===== config.mk =====
export PLATFORM = sky130hd
export DESIGN_NAME = mmde_mac
export DESIGN_NICKNAME = d
export VERILOG_FILES = /design/src/mmde_pkg.sv /design/src/mmde_mac.sv
export SDC_FILE = /design/constraint.sdc
export NUM_CORES = 2
export LEC_CHECK = 0
export BUFFER_PORTS_ARGS = -buffer_cell sky130_fd_sc_hd__buf_2
export CORE_UTILIZATION = 50
export DETAILED_ROUTE_END_ITERATION = 8
export PLACE_DENSITY = 0.66
export SLEW_MARGIN = 0
export SYNTH_ARGS = -nofsm -noshare
export SYNTH_HDL_FRONTEND = slang
export SYNTH_SLANG_ARGS = --single-unit

===== constraint.sdc =====
create_clock -name clk_i -period 4.9 [get_ports clk_i]
set_input_delay 0 -clock clk_i [delete_from_list [all_inputs] [get_ports clk_i]]
set_output_delay 0 -clock clk_i [all_outputs]
set_load 0.05 [all_outputs]

===== src/mmde_pkg.sv =====
// Shared types, constants and helpers for the matrix multiply dot engine.
package mmde_pkg;

  localparam int MATRIX_DIM  = 32;
  localparam int STORE_DEPTH = MATRIX_DIM * MATRIX_DIM;
  localparam int ADDR_W      = (STORE_DEPTH > 1) ? $clog2(STORE_DEPTH) : 1;
  localparam int IDX_W       = (MATRIX_DIM > 1) ? $clog2(MATRIX_DIM) : 1;
  localparam int ELEM_W      = 32;
  localparam int PROD_W      = 2 * ELEM_W;
  localparam int ACC_W       = PROD_W + IDX_W;
  localparam int FRAC_W      = 16;
  localparam int SUM_W       = 48;
  localparam int ROW_W       = 5;
  localparam int FUNC_W      = 2;

  localparam logic [FUNC_W-1:0] FUNC_WR_A    = 2'd0;
  localparam logic [FUNC_W-1:0] FUNC_WR_B    = 2'd1;
  localparam logic [FUNC_W-1:0] FUNC_COMPUTE = 2'd2;

  typedef enum logic [1:0] {
    ST_IDLE,
    ST_RUN,
    ST_DRAIN,
    ST_DONE
  } state_e;

  typedef struct packed {
    logic              we_a;
    logic              we_b;
    logic [ADDR_W-1:0] addr;
  } wr_req_t;

  typedef struct packed {
    logic vld;
    logic first;
    logic last;
  } step_t;

  function automatic logic [ADDR_W-1:0] addr_of(input logic [31:0] r, input logic [31:0] c);
    int unsigned a;
    a = r * MATRIX_DIM + c;
    return a[ADDR_W-1:0];
  endfunction

endpackage


===== src/mmde_mac.sv =====
// Shared multiply-accumulate unit with floor shift and 48-bit saturation.
module mmde_mac (
  input  logic                                clk_i,
  input  logic                                rst_ni,
  input  mmde_pkg::step_t                     step_i,
  input  logic signed [mmde_pkg::ELEM_W-1:0]  a_i,
  input  logic signed [mmde_pkg::ELEM_W-1:0]  b_i,
  output logic                                done_o,
  output logic [mmde_pkg::SUM_W-1:0]          sum_o,
  output logic                                ovf_o
);

  localparam int SH_W = mmde_pkg::ACC_W - mmde_pkg::FRAC_W;

  logic signed [mmde_pkg::PROD_W-1:0] prod_q;
  mmde_pkg::step_t                    step_q;
  logic [mmde_pkg::ACC_W-1:0]         acc_q, acc_d, prod_ext;
  logic                               done_q;
  logic [SH_W-1:0]                    sh;
  logic [SH_W-mmde_pkg::SUM_W:0]      top;
  logic                               fits;

  always_ff @(posedge clk_i) begin
    prod_q <= a_i * b_i;
  end

  assign prod_ext = {{(mmde_pkg::ACC_W - mmde_pkg::PROD_W){prod_q[mmde_pkg::PROD_W-1]}},
                     prod_q};

  always_comb begin
    acc_d = acc_q;
    if (step_q.vld) begin
      acc_d = step_q.first ? prod_ext : acc_q + prod_ext;
    end
  end

  always_ff @(posedge clk_i) begin
    acc_q <= acc_d;
  end

  always_ff @(posedge clk_i or negedge rst_ni) begin
    if (!rst_ni) begin
      step_q <= '0;
      done_q <= 1'b0;
    end else begin
      step_q <= step_i;
      done_q <= step_q.vld & step_q.last;
    end
  end

  assign sh   = acc_q[mmde_pkg::ACC_W-1:mmde_pkg::FRAC_W];
  assign top  = sh[SH_W-1:mmde_pkg::SUM_W-1];
  assign fits = (&top) | ~(|top);

  always_comb begin
    if (fits) begin
      sum_o = sh[mmde_pkg::SUM_W-1:0];
      ovf_o = 1'b0;
    end else begin
      sum_o = acc_q[mmde_pkg::ACC_W-1] ? {1'b1, {(mmde_pkg::SUM_W-1){1'b0}}}
                                       : {1'b0, {(mmde_pkg::SUM_W-1){1'b1}}};
      ovf_o = 1'b1;
    end
  end

  assign done_o = done_q;

endmodule


== Yosys cells after proc, flatten, opt, wreduce, memory -nomap -nowiden ==
Cells that the tools add are included.

* Register bits: 137
* Input bits: 69

* Add/sub/neg operators: 1
* $mul: 1
* Muxes and demuxes: 4
* Bitwise gates (word level): 3
* Reductions and logical operators: 2

{| class="wikitable"
|+ Operator list
! kind !! number
|-
| two-way mux 48 bit || 2
|-
| adder 69 bit || 1
|-
| two-way mux 69 bit || 1
|-
| multiplier 32 x 32 -> 64 bit || 1
|-
| AND reduction 6 bit || 1
|-
| OR reduction 6 bit || 1
|-
| bitwise AND 1 bit || 1
|-
| two-way mux 1 bit || 1
|-
| NOT 1 bit || 1
|-
| bitwise OR 1 bit || 1
|}

== Longest topological paths before layout ==
* Depth in word-level cells: 4
* Gate-level depth with buffers: 30
* Gate-level depth less buffers: 28

== Least setup slack after synthesis ==
OpenSTA, ideal clock, no wires.

* Path kind: in2reg
* Start: input port a_i[31] in the netlist's numbering
* End: register prod_q[63] in the netlist's numbering
* Library setup time: 0.072 ns
* Arrival: 7.291 ns
* Required time: 4.828 ns
* Setup slack: -2.463 ns
* Stages on the path: 28
* Path buffers: 1
* Cells stage by stage: clkbuf_1 nand2_1 inv_1 fa_1 inv_1 fa_1 inv_1 fa_1 fa_1 inv_1 fa_1 inv_1 fa_1 inv_1 fa_1 inv_1 fa_1 ha_1 a21o_1 a21o_1 a21oi_1 nor2b_1 o21a_1 nor3_1 o31ai_2 a221o_1 a21oi_2 xnor2_1

* Word-level cells in the longest chain between the ends: 1

{| class="wikitable"
|+ Ends and longest elaborated chain
! what !! RTL line !! source
|-
| start: declaration || mmde_mac.sv:6 || <nowiki>input logic signed [mmde_pkg::ELEM_W-1:0] a_i,</nowiki>
|-
| multiplier 32 x 32 -> 64 bit || mmde_mac.sv:24 || <nowiki>prod_q <= a_i * b_i;</nowiki>
|-
| end signal: assignment || mmde_mac.sv:24 ||
|-
| end: declaration || mmde_mac.sv:15 || <nowiki>logic signed [mmde_pkg::PROD_W-1:0] prod_q;</nowiki>
|}

Every way passes these cells.
A chain may end at the register's enable or synchronous reset.

== Worst setup path in the final report ==
* Start: input port a_i[12] in the netlist's numbering
* End: register prod_q[63] in the netlist's numbering

The elaborated chain is that of the path after synthesis.

==> flow_summary_export.csv <==
group,metric,value,unit
synthesis,async_reset_ff_share,2.92,%
critical_path,end_kind,"flip-flop",
place,gp_congestion,0.898,
critical_path,worstSetupPathType,"in -> reg",
timing,worst_pin_slew,1050,ps
critical_path,slowest_stage,"fa_2",
grt,grt_first_pass_wirelength,195000,um
synthesis,synth_warnings,0,
layout,nFillCells,7316,
synthesis,ys_dominant_reg_cell,"edfxtp_1",
place,port_buffers,118,
clock_tree,tritoncts,"yes",
grt,grt_max_degree,98,
timing,finalSetupViolations,53,
layout,multi_input_area,37800,sq um
timing,holdWs,68.6,ps
drt,drt-total-wl,121000,um
critical_path,path_buf_inv,7,
timing,drv_slew,0,
timing,max_freq,0.144,GHz
synthesis,syn-num-nets,6181,
timing,min_period_over_period,142,%
synthesis,synth_edf_count,69,
outcome,status,"finished with violations",
layout,final_cell_mix,"fa_1, inv_1, nand2_1",
drt,wire_per_inst,19.0,um
timing,period_minus_slack,6960,ps
clock_tree,cts_buffers,17,
floorplanning,rows,109,
synthesis,synth-seq-area-share,7.76,%
floorplanning,io_pins,119,
clock_tree,cts_num_sinks,137,
critical_path,crit_path_frequent_cell,"fa_1",
floorplanning,die_h,300,um
grt,grt_pass1_vias,36400,
place,post-dp-hpwl,101000,um
clock_tree,clock_latency,430,ps
place,post-place-cells,6242,
clock_tree,cts_max_path_buffers,2,
critical_path,worstPathMaxFanout,8,
synthesis,synth_area,44500,sq um
synthesis,synth-seq-cells,137,
layout,area_growth,19.6,%
layout,drive_above_1_share,19.4,%
drt,ant_nets,0,
synthesis,syn_area_per_cell,9.31,sq um
grt,grt_use_total,27.4,%
timing,hold_viol_final,0,
clock_tree,root_buffer,"clkbuf_16",
grt,overflow,0,
critical_path,crit_path_start_kind,"input port",
critical_path,crit_arrival,7320,ps
timing,fin_skew,12.5,ps
grt,antenna_found_initial,3,
flow_run,maxCapViolCount,0,
timing,rsz0062_at_grt,"yes",
critical_path,slowest_delay,600,ps
floorplanning,core_area,88200,sq um
layout,final_common_cell,"fa_1",
min_path,hp-class,"in -> reg",
drt,drtIter0Drc,1763,
layout,nNetsFinal,6593,
synthesis,synth_cell_types,71,
critical_path,crit_required,5260,ps
place,place_ws,-2960,ps
clock_tree,clkTransAtPathRegs,70,ps
drt,dr_total_vias,33700,
floorplanning,die-area,90200,sq um
synthesis,synthCells,4777,
drt,first_pass_iters,7,
timing,slew_headroom,29.8,%
layout,post_layout_nonfiller_instances,6368,
drt,drc,0,
critical_path,path_delay_family,"adder cells",
timing,worst_slack,-2060,ps
layout,seqCellArea,3460,sq um
outcome,failed_checks,"setup timing",
floorplanning,die_width,300,um
drt,routed_via_density,5.29,
floorplanning,initial_core_util,50.4,%
clock_tree,cts.htree.levels,4,
critical_path,rrSetupSlack,1090,ps
## layer usage
layer,wire (um),GRT usage (%),part of all wire (%)
met5,13,0,0.011
met3,8120,3.46,6.7
met4,3530,6.83,2.9
met1,51700,38.3,43
met2,57400,45.3,48
## synth_stat cells, drive strengths merged (13+ instances only)
cell type	n	share of area, %
o21a	18	0.30
a21oi	132	1.5
nor2	92	0.78
nand3	36	0.41
fa	1083	49
xnor2	73	1.4
o21ai	135	1.5
edfxtp	69	4.7
ha	252	7.1
a21o	130	2.2
xor2	58	1.1
and3	16	0.23
a211oi	13	0.24
o31ai	19	0.34
nand2	613	5.2
inv	998	8.4
nand2b	21	0.30
nand4	27	0.38
nor2b	15	0.21
a31oi	15	0.28
clkbuf	251	2.1
and2	529	7.4
dfxtp	64	2.9
## stage by stage
stage | area (sq um) | setup TNS, ps | utilization, %
3_3_place_gp | 49500 | -103750 | 56.1
5_1_grt | 53200 | -82620 | 60.3
2_1_floorplan | 45200 | -60110 | -
3_5_place_dp | 49500 | -107130 | 56.1
6_report | 53200 | -72310 | 60.3
4_1_cts | 51600 | -71400 | 58.5
## timing repair
| action | in CTS | in global routing |
|---|---|---|
| hold endpoints to repair | 7 | 0 |
| resized for setup | 280 | 293 |
| hold buffers | 5 | 0 |
| setup endpoints to repair | 53 | 53 |
| pin swaps | 132 | 196 |
| gates cloned | 4 | 7 |
| setup buffers | 62 | 47 |
## tightest hold or removal path: cells and delay by family
kind | cells | cell delay, ps
buffers and inverters | 2 | 320
AND/OR/NAND/NOR | 1 | 150
## worst paths after layout
| check | startpoint | end | cells after the start |
|---|---|---|---|
| setup reg to reg | acc_q[40] | acc_q[68] | 12 |
| hold / removal | b_i[0] | prod_q[0] | 3 |
| max in group asynchronous | rst_ni | step_q[1] | 3 |
| setup / recovery | a_i[12] | prod_q[63] | 27 |
| min in group asynchronous | rst_ni | step_q[0] | 3 |
| hold reg to reg | step_q[0] | done_o | 1 |
## cells by family after synthesis
family / count (synthesis) / synth area share, %
fa+ha+maj: 1335 / 55.8
mux: 2 / 0.0506
simple gates: 1392 / 15.6
flops: 137 / 7.76
compound gates: 529 / 7.65
buf+inv: 1251 / 10.6
xor+xnor: 131 / 2.58
## state kept, by name, summed over array words and instances, names as in the netlist
| register | cells |
|---|---|
| prod_q | 64 |
| step_q | 3 |
| acc_q | 69 |
| done_o | 1 |
## cell type report
| class | instances | area share [%] |
|---|---|---|
| inverters | 998 | 7.05 |
| flip-flops and latches | 137 | 6.50 |
| diodes | 1 | 0.00470 |
| multi-input cells | 3389 | 71.1 |
| clock buffers | 17 | 0.800 |
| clock inverters | 15 | 0.322 |
| repair buffers | 646 | 11.5 |
| well taps | 1165 | 2.74 |
Power is left out: the tool's default activity adds up to more than one toggle a clock period on the data nets, which glitch-free logic cannot reach.
