**src/mmde_pkg.sv**
```systemverilog
// Shared types, constants and helpers for the matrix multiply dot engine.
package mmde_pkg;

  localparam int MATRIX_DIM  = 32;
  localparam int STORE_DEPTH = MATRIX_DIM * MATRIX_DIM;
  localparam int ADDR_W      = (STORE_DEPTH > 1) ? $clog2(STORE_DEPTH) : 1;
  localparam int IDX_W       = (MATRIX_DIM > 1) ? $clog2(MATRIX_DIM) : 1;
  localparam int ELEM_W      = 32;
  localparam int PROD_W      = 2 * ELEM_W;
  localparam int ACC_W       = PROD_W + IDX_W;
  localparam int FRAC_W      = 16;
  localparam int SUM_W       = 48;
  localparam int ROW_W       = 5;
  localparam int FUNC_W      = 2;

  localparam logic [FUNC_W-1:0] FUNC_WR_A    = 2'd0;
  localparam logic [FUNC_W-1:0] FUNC_WR_B    = 2'd1;
  localparam logic [FUNC_W-1:0] FUNC_COMPUTE = 2'd2;

  typedef enum logic [1:0] {
    ST_IDLE,
    ST_RUN,
    ST_DRAIN,
    ST_DONE
  } state_e;

  typedef struct packed {
    logic              we_a;
    logic              we_b;
    logic [ADDR_W-1:0] addr;
  } wr_req_t;

  typedef struct packed {
    logic vld;
    logic first;
    logic last;
  } step_t;

  function automatic logic [ADDR_W-1:0] addr_of(input logic [31:0] r, input logic [31:0] c);
    int unsigned a;
    a = r * MATRIX_DIM + c;
    return a[ADDR_W-1:0];
  endfunction

endpackage

```
**src/mmde_ctrl.sv**
```systemverilog
// Sequencer: decodes items, steps the dot product index and hands off results.
module mmde_ctrl (
  input  logic                            clk_i,
  input  logic                            rst_ni,
  input  logic                            in_valid_i,
  output logic                            in_ready_o,
  input  logic [mmde_pkg::FUNC_W-1:0]     func_i,
  input  logic [mmde_pkg::ROW_W-1:0]      row_i,
  input  logic [mmde_pkg::ROW_W-1:0]      col_i,
  input  logic                            mac_done_i,
  input  logic                            out_free_i,
  output mmde_pkg::wr_req_t               wr_o,
  output logic                            rd_en_o,
  output logic [mmde_pkg::ADDR_W-1:0]     raddr_a_o,
  output logic [mmde_pkg::ADDR_W-1:0]     raddr_b_o,
  output mmde_pkg::step_t                 step_o,
  output logic                            load_out_o,
  output logic                            zero_o
);

  localparam logic [mmde_pkg::IDX_W-1:0] K_LAST = mmde_pkg::IDX_W'(mmde_pkg::MATRIX_DIM - 1);

  mmde_pkg::state_e               state_q, state_d;
  logic [mmde_pkg::IDX_W-1:0]     i_q, i_d, j_q, j_d, k_q, k_d;
  logic                           zero_q, zero_d;
  mmde_pkg::step_t                step_q, step_d;
  logic                           accept, in_range;

  assign in_range = (32'(row_i) < mmde_pkg::MATRIX_DIM) && (32'(col_i) < mmde_pkg::MATRIX_DIM);
  assign accept   = in_valid_i & in_ready_o;

  always_comb begin
    state_d = state_q;
    unique case (state_q)
      mmde_pkg::ST_IDLE: begin
        if (accept && func_i == mmde_pkg::FUNC_COMPUTE) begin
          state_d = in_range ? mmde_pkg::ST_RUN : mmde_pkg::ST_DONE;
        end
      end
      mmde_pkg::ST_RUN: begin
        if (k_q == K_LAST) begin
          state_d = mmde_pkg::ST_DRAIN;
        end
      end
      mmde_pkg::ST_DRAIN: begin
        if (mac_done_i) begin
          state_d = mmde_pkg::ST_DONE;
        end
      end
      mmde_pkg::ST_DONE: begin
        if (out_free_i) begin
          state_d = mmde_pkg::ST_IDLE;
        end
      end
      default: state_d = mmde_pkg::ST_IDLE;
    endcase
  end

  always_comb begin
    in_ready_o = (state_q == mmde_pkg::ST_IDLE);
    wr_o.addr  = mmde_pkg::addr_of(32'(row_i), 32'(col_i));
    wr_o.we_a  = accept && in_range && func_i == mmde_pkg::FUNC_WR_A;
    wr_o.we_b  = accept && in_range && func_i == mmde_pkg::FUNC_WR_B;
    rd_en_o    = (state_q == mmde_pkg::ST_RUN);
    raddr_a_o  = mmde_pkg::addr_of(32'(i_q), 32'(k_q));
    raddr_b_o  = mmde_pkg::addr_of(32'(k_q), 32'(j_q));
    load_out_o = (state_q == mmde_pkg::ST_DONE) && out_free_i;
    zero_o     = zero_q;
    step_o     = step_q;
  end

  always_comb begin
    i_d    = i_q;
    j_d    = j_q;
    k_d    = k_q;
    zero_d = zero_q;
    if (accept) begin
      i_d    = mmde_pkg::IDX_W'(row_i);
      j_d    = mmde_pkg::IDX_W'(col_i);
      k_d    = '0;
      zero_d = ~in_range;
    end else if (state_q == mmde_pkg::ST_RUN) begin
      k_d = k_q + 1'b1;
    end
    step_d.vld   = (state_q == mmde_pkg::ST_RUN);
    step_d.first = (k_q == '0);
    step_d.last  = (k_q == K_LAST);
  end

  always_ff @(posedge clk_i) begin
    i_q    <= i_d;
    j_q    <= j_d;
    k_q    <= k_d;
    zero_q <= zero_d;
  end

  always_ff @(posedge clk_i or negedge rst_ni) begin
    if (!rst_ni) begin
      state_q <= mmde_pkg::ST_IDLE;
      step_q  <= '0;
    end else begin
      state_q <= state_d;
      step_q  <= step_d;
    end
  end

endmodule
```
**config.mk**
```make
export PLATFORM = sky130hd
export DESIGN_NAME = mmde_ctrl
export DESIGN_NICKNAME = d
export VERILOG_FILES = /design/src/mmde_pkg.sv /design/src/mmde_ctrl.sv
export SDC_FILE = /design/constraint.sdc
export NUM_CORES = 1
export LEC_CHECK = 0
export BUFFER_PORTS_ARGS = -buffer_cell sky130_fd_sc_hd__buf_2
export CAP_MARGIN = 20
export CORE_UTILIZATION = 45
export DETAILED_ROUTE_END_ITERATION = 16
export PLACE_DENSITY_LB_ADDON = 0.12
export SLEW_MARGIN = 20
export SYNTH_ARGS = -nofsm -noshare
export SYNTH_HDL_FRONTEND = slang
export SYNTH_SLANG_ARGS = --single-unit
```
**constraint.sdc**
```tcl
create_clock -name clk_i -period 2.55 [get_ports clk_i]
set_input_delay 0.51 -clock clk_i [delete_from_list [all_inputs] [get_ports clk_i]]
set_output_delay 0.51 -clock clk_i [all_outputs]
set_load 0.01 [all_outputs]
```
Word level (Yosys, flattened, before mapping)
Index checks and enable logic that the tools add are counted.
Widths: inputs -> output; s select.
{ "totals": {"reg_bits": 20, "in_bits": 17, "out_inout_bits": 39, "elab_cells": 35} }
{ "op_classes": {"bitwise_logic": 1, "eq_ne": 10, "add_sub_neg": 4, "reduce_logical": 8, "n_mux": 5} }
{ "ops": {"columns": ["cell", "count"], "rows": [
  ["$add 10x5->10", 3],
  ["$mux 2", 4],
  ["$pmux 2 s4", 1],
  ["$eq 2x2->1 const B", 3],
  ["$add 5x1->5 const B", 1],
  ["$eq 5x5->1 const B", 1],
  ["$logic_not 5->1", 1],
  ["$eq 2x1->1 const B", 2],
  ["$logic_and 1x1->1", 4],
  ["$logic_not 2->1", 2],
  ["$ne 2x1->1 const B", 2],
  ["$ne 2x2->1 const B", 2],
  ["$reduce_and 4->1", 1],
  ["$and 1x1->1", 1]
]} }

Logic depth before layout (Yosys ltp)
{ "depth": {"ltp_word": 5, "ltp_mapped": 7, "mapped_depth_nobuf": 7} }

Worst setup path before layout
Ideal clock, no wire load.
{ "synth_path": {"path_type": "flip-flop to flip-flop", "from": "reg k_q[0] (netlist bit)", "to": "reg state_q[1]", "path_slack_ps": 832, "arrival_time_ps": 1593, "required_time_ps": 2425, "path_buffers": 0, "stages_incl_launch_ff": 8, "setup_time_ps": 125, "synth_period_minus_slack_ps": 1718, "path_cell_list": "dfxtp_1 -> ha_1 -> and3_1 -> ha_1 -> inv_1 -> a222oi_1 -> nand2_1 -> mux2_4"} }
{ "synth_rtl": {"columns": ["element", "line_no", "rtl"], "rows": [
  ["start: declaration", "mmde_ctrl.sv:24", "logic [mmde_pkg::IDX_W-1:0] i_q, i_d, j_q, j_d, k_q, k_d;"],
  ["start signal: assignment", "mmde_ctrl.sv:93", "k_q <= k_d;"],
  ["end signal: assignment", "mmde_ctrl.sv:99", "state_q <= mmde_pkg::ST_IDLE;"],
  ["end signal: assignment", "mmde_ctrl.sv:102", "state_q <= state_d;"],
  ["end: declaration", "mmde_ctrl.sv:23", "mmde_pkg::state_e state_q, state_d;"]
]} }

==> results.txt <==
Outcome: finished, final reports clean
Post_cts resized: 0
Mapped Cells: 79
Syn. warnings: 0
1st-pass router iterations: 4
Initial cell density of the core: 0.482
Number of distinct library cells after synthesis: 22
Synthesized area: 956 sq um
Cts hold-fix bufs: 1
Setup WS pre-CTS: 806 ps
Rows: 16
Worst setup EP type: primary output
Vias/cell: 4.36
Synth area leader: edfxtp_1
Initial antenna violation count: 0
Die Area: 2310 sq um
Slew headroom: 0.639
RSZ-0062 raised after global routing: false
Largest net degree at the start of global routing: 16
CP Data Required Time: 2040 ps
GRT Total Usage: 0.136
Synth top cells by count: buf_4 (16), edfxtp_1 (10), ha_1 (8), inv_1 (8), nor2_1 (6)
TritonCTS clock tree: built
Min-delay worst type: in -> reg
Synth Area per Inst: 12.1 sq um
Top cells by area, synth: edfxtp_1 (31%), dfrtp_1 (13%), buf_4 (13%)
# setup viols final: 0
Post-route antenna net violation count: 0
Clk Latency, worst-skew pair: 300 ps
Share of the synthesized area in the top cell type: 0.314
Slew Limit Fails: 0
DRT iter0 DRCs: 9
Clock input transition at the sequential cells of the worst setup and hold paths: 110 ps
Cts bufs inserted: 3
First-pass GRT wire length: 2140 microns
Most used DFF post-synth: edfxtp_1
Max_cap viols: 0
Die boundary width: 48.1 microns
Diode count: 0
Via count: 646
Tmin final: 1990 ps
Hpwl dp: 1180 microns
Post-synthesis sequential area ratio: 0.550
Crit share post-route: 0.781
Most common cell in the synthesized netlist: buf_4
Critical path class: reg -> out
Remaining DRCs: 0
Clock sink count: 20
Post-layout util: 0.593
I/O pin count: 56
Number of global-route vias before repair: 512
FFs w/ async S/R, synth: 0.250
Avg WL per Cell: 10.2 microns
Filler cell count: 187
Worst setup margin: 557 ps
CTS Buffer Depth: 2
Power per Cell Area: 973 nW/um^2
Max VDD drop: 0.661 mV
Setup_tns: 0 ps
Slew @ Worst Pin: 540 ps
Die H: 48.1 microns
Pleak: 0.631 nW
Depth of the worst register-to-register path: 7
Max H-tree Level: 1
GRT overflow: 0
CTS root buf: clkbuf_4
Syn Nets: 104
Worst-path fanout max: 4
Clock Skew: 6.18 ps
Layout area overhead: 22.9%
Core area: 1980 sq um
Hold Path Depth: 1
Share of cells above drive strength 1: 0.496
Critical Path Source Type: flop
Critical Path AT: 1480 ps
Synth Register Bits: 20
EDFF count, synth: 10
Fmax: 502 MHz
Post-CTS setup buffer count: 0
Gpl congestion: 0.772
Final hold violations: 0
IO Port Bufs: 54
Routed wire length: 1510 microns
Nets@finish: 147
[final cells by class]
cell class,count,area [sq um],area share
clock buffer,4,36.3,0.0309
timing repair buffer,55,280,0.239
multi-input combinational,34,269,0.229
inverter,8,30.0,0.0256
tap,27,33.8,0.0288
sequential,20,526,0.447
[kinds of logic (layout without fill, tap and decap cells)]
group | after synthesis | in the layout | share of synthesized area
adders and majority gates | 8 | 8 | 0.105
and+or+nand+nor | 16 | 16 | 0.0825
DFF | 20 | 20 | 0.550
xor gates and xnor gates | 3 | 3 | 0.0275
AOI/OAI and AO/OA | 2 | 2 | 0.0157
buffers and inverters | 25 | 67 | 0.169
muxes | 4 | 4 | 0.0471
other | 1 | 1 | 0.00392
[flip-flops by register name (all words and copies together) (netlist names)]
name     count
k_q          5
i_q          5
j_q          5
step_o       3
state_q      2
[where the power goes]
part	internal, mW	switching (mW)	total [mW]
combinational	0.216	0.254	0.470
sequential	0.433	0.0598	0.493
clock	0.0870	0.0939	0.181
[worst paths after layout]
kind                       startpoint          to  slack, ps
min in group asynchronous      rst_ni   step_o[1]        530
max in group asynchronous      rst_ni   step_o[0]       1880
max                        state_q[0]    wr_o[10]        560
min reg2reg                    k_q[3]   step_o[1]        530
min                          col_i[2]      j_q[2]        390
max reg2reg                    k_q[0]  state_q[1]        790
[through the flow]
step                      area, sq um  power [mW]  hold slack (ps)  instances
after floorplan                   956       0.856              214         79
after global placement           1130       0.961              329        143
after detailed placement         1130       0.971              332        143
after CTS                        1170        1.16              378        148
after global routing             1170        1.22              374        148
final                            1170        1.14              391        148
[metal layers]
layer / up-vias / wire length, microns / part of all wire / global-route usage
met4: 0 / 0 / 0 / 0.0667
met1: 287 / 692 / 0.46 / 0.178
met3: 0 / 121 / 0.080 / 0.0333
li1: 326 / - / - / -
met2: 33 / 693 / 0.46 / 0.211
met5: - / 0 / 0 / 0
[cell usage in the layout (no fill, tap or decap)]
| cell | instances |
|---|---|
| nand4_1 | 1 |
| dlygate4sd3_1 | 1 |
| mux2_4 | 1 |
| xnor2_1 | 1 |
| buf_2 | 54 |
| dfrtp_1 | 5 |
| nor3b_1 | 1 |
| nor3_1 | 1 |
| xor2_1 | 2 |
| nor2_1 | 6 |
| clkbuf_4 | 3 |
| nor4b_1 | 1 |
| inv_1 | 8 |
| dfxtp_1 | 5 |
| nand2_1 | 4 |
| and2_2 | 1 |
| clkbuf_8 | 1 |
| mux2i_1 | 3 |
| and3_1 | 1 |
| o21ai_0 | 1 |
| edfxtp_1 | 10 |
| ha_1 | 8 |
| a222oi_1 | 1 |
| conb_1 | 1 |
[critical path: stages, from the launching register on]
cell     delay (ps)
dfrtp_1         420
inv_1           130
ha_1            200
nand2_1          90
nor3b_1         200
buf_2           160
Note: power is estimated with default switching activity, not from simulation.
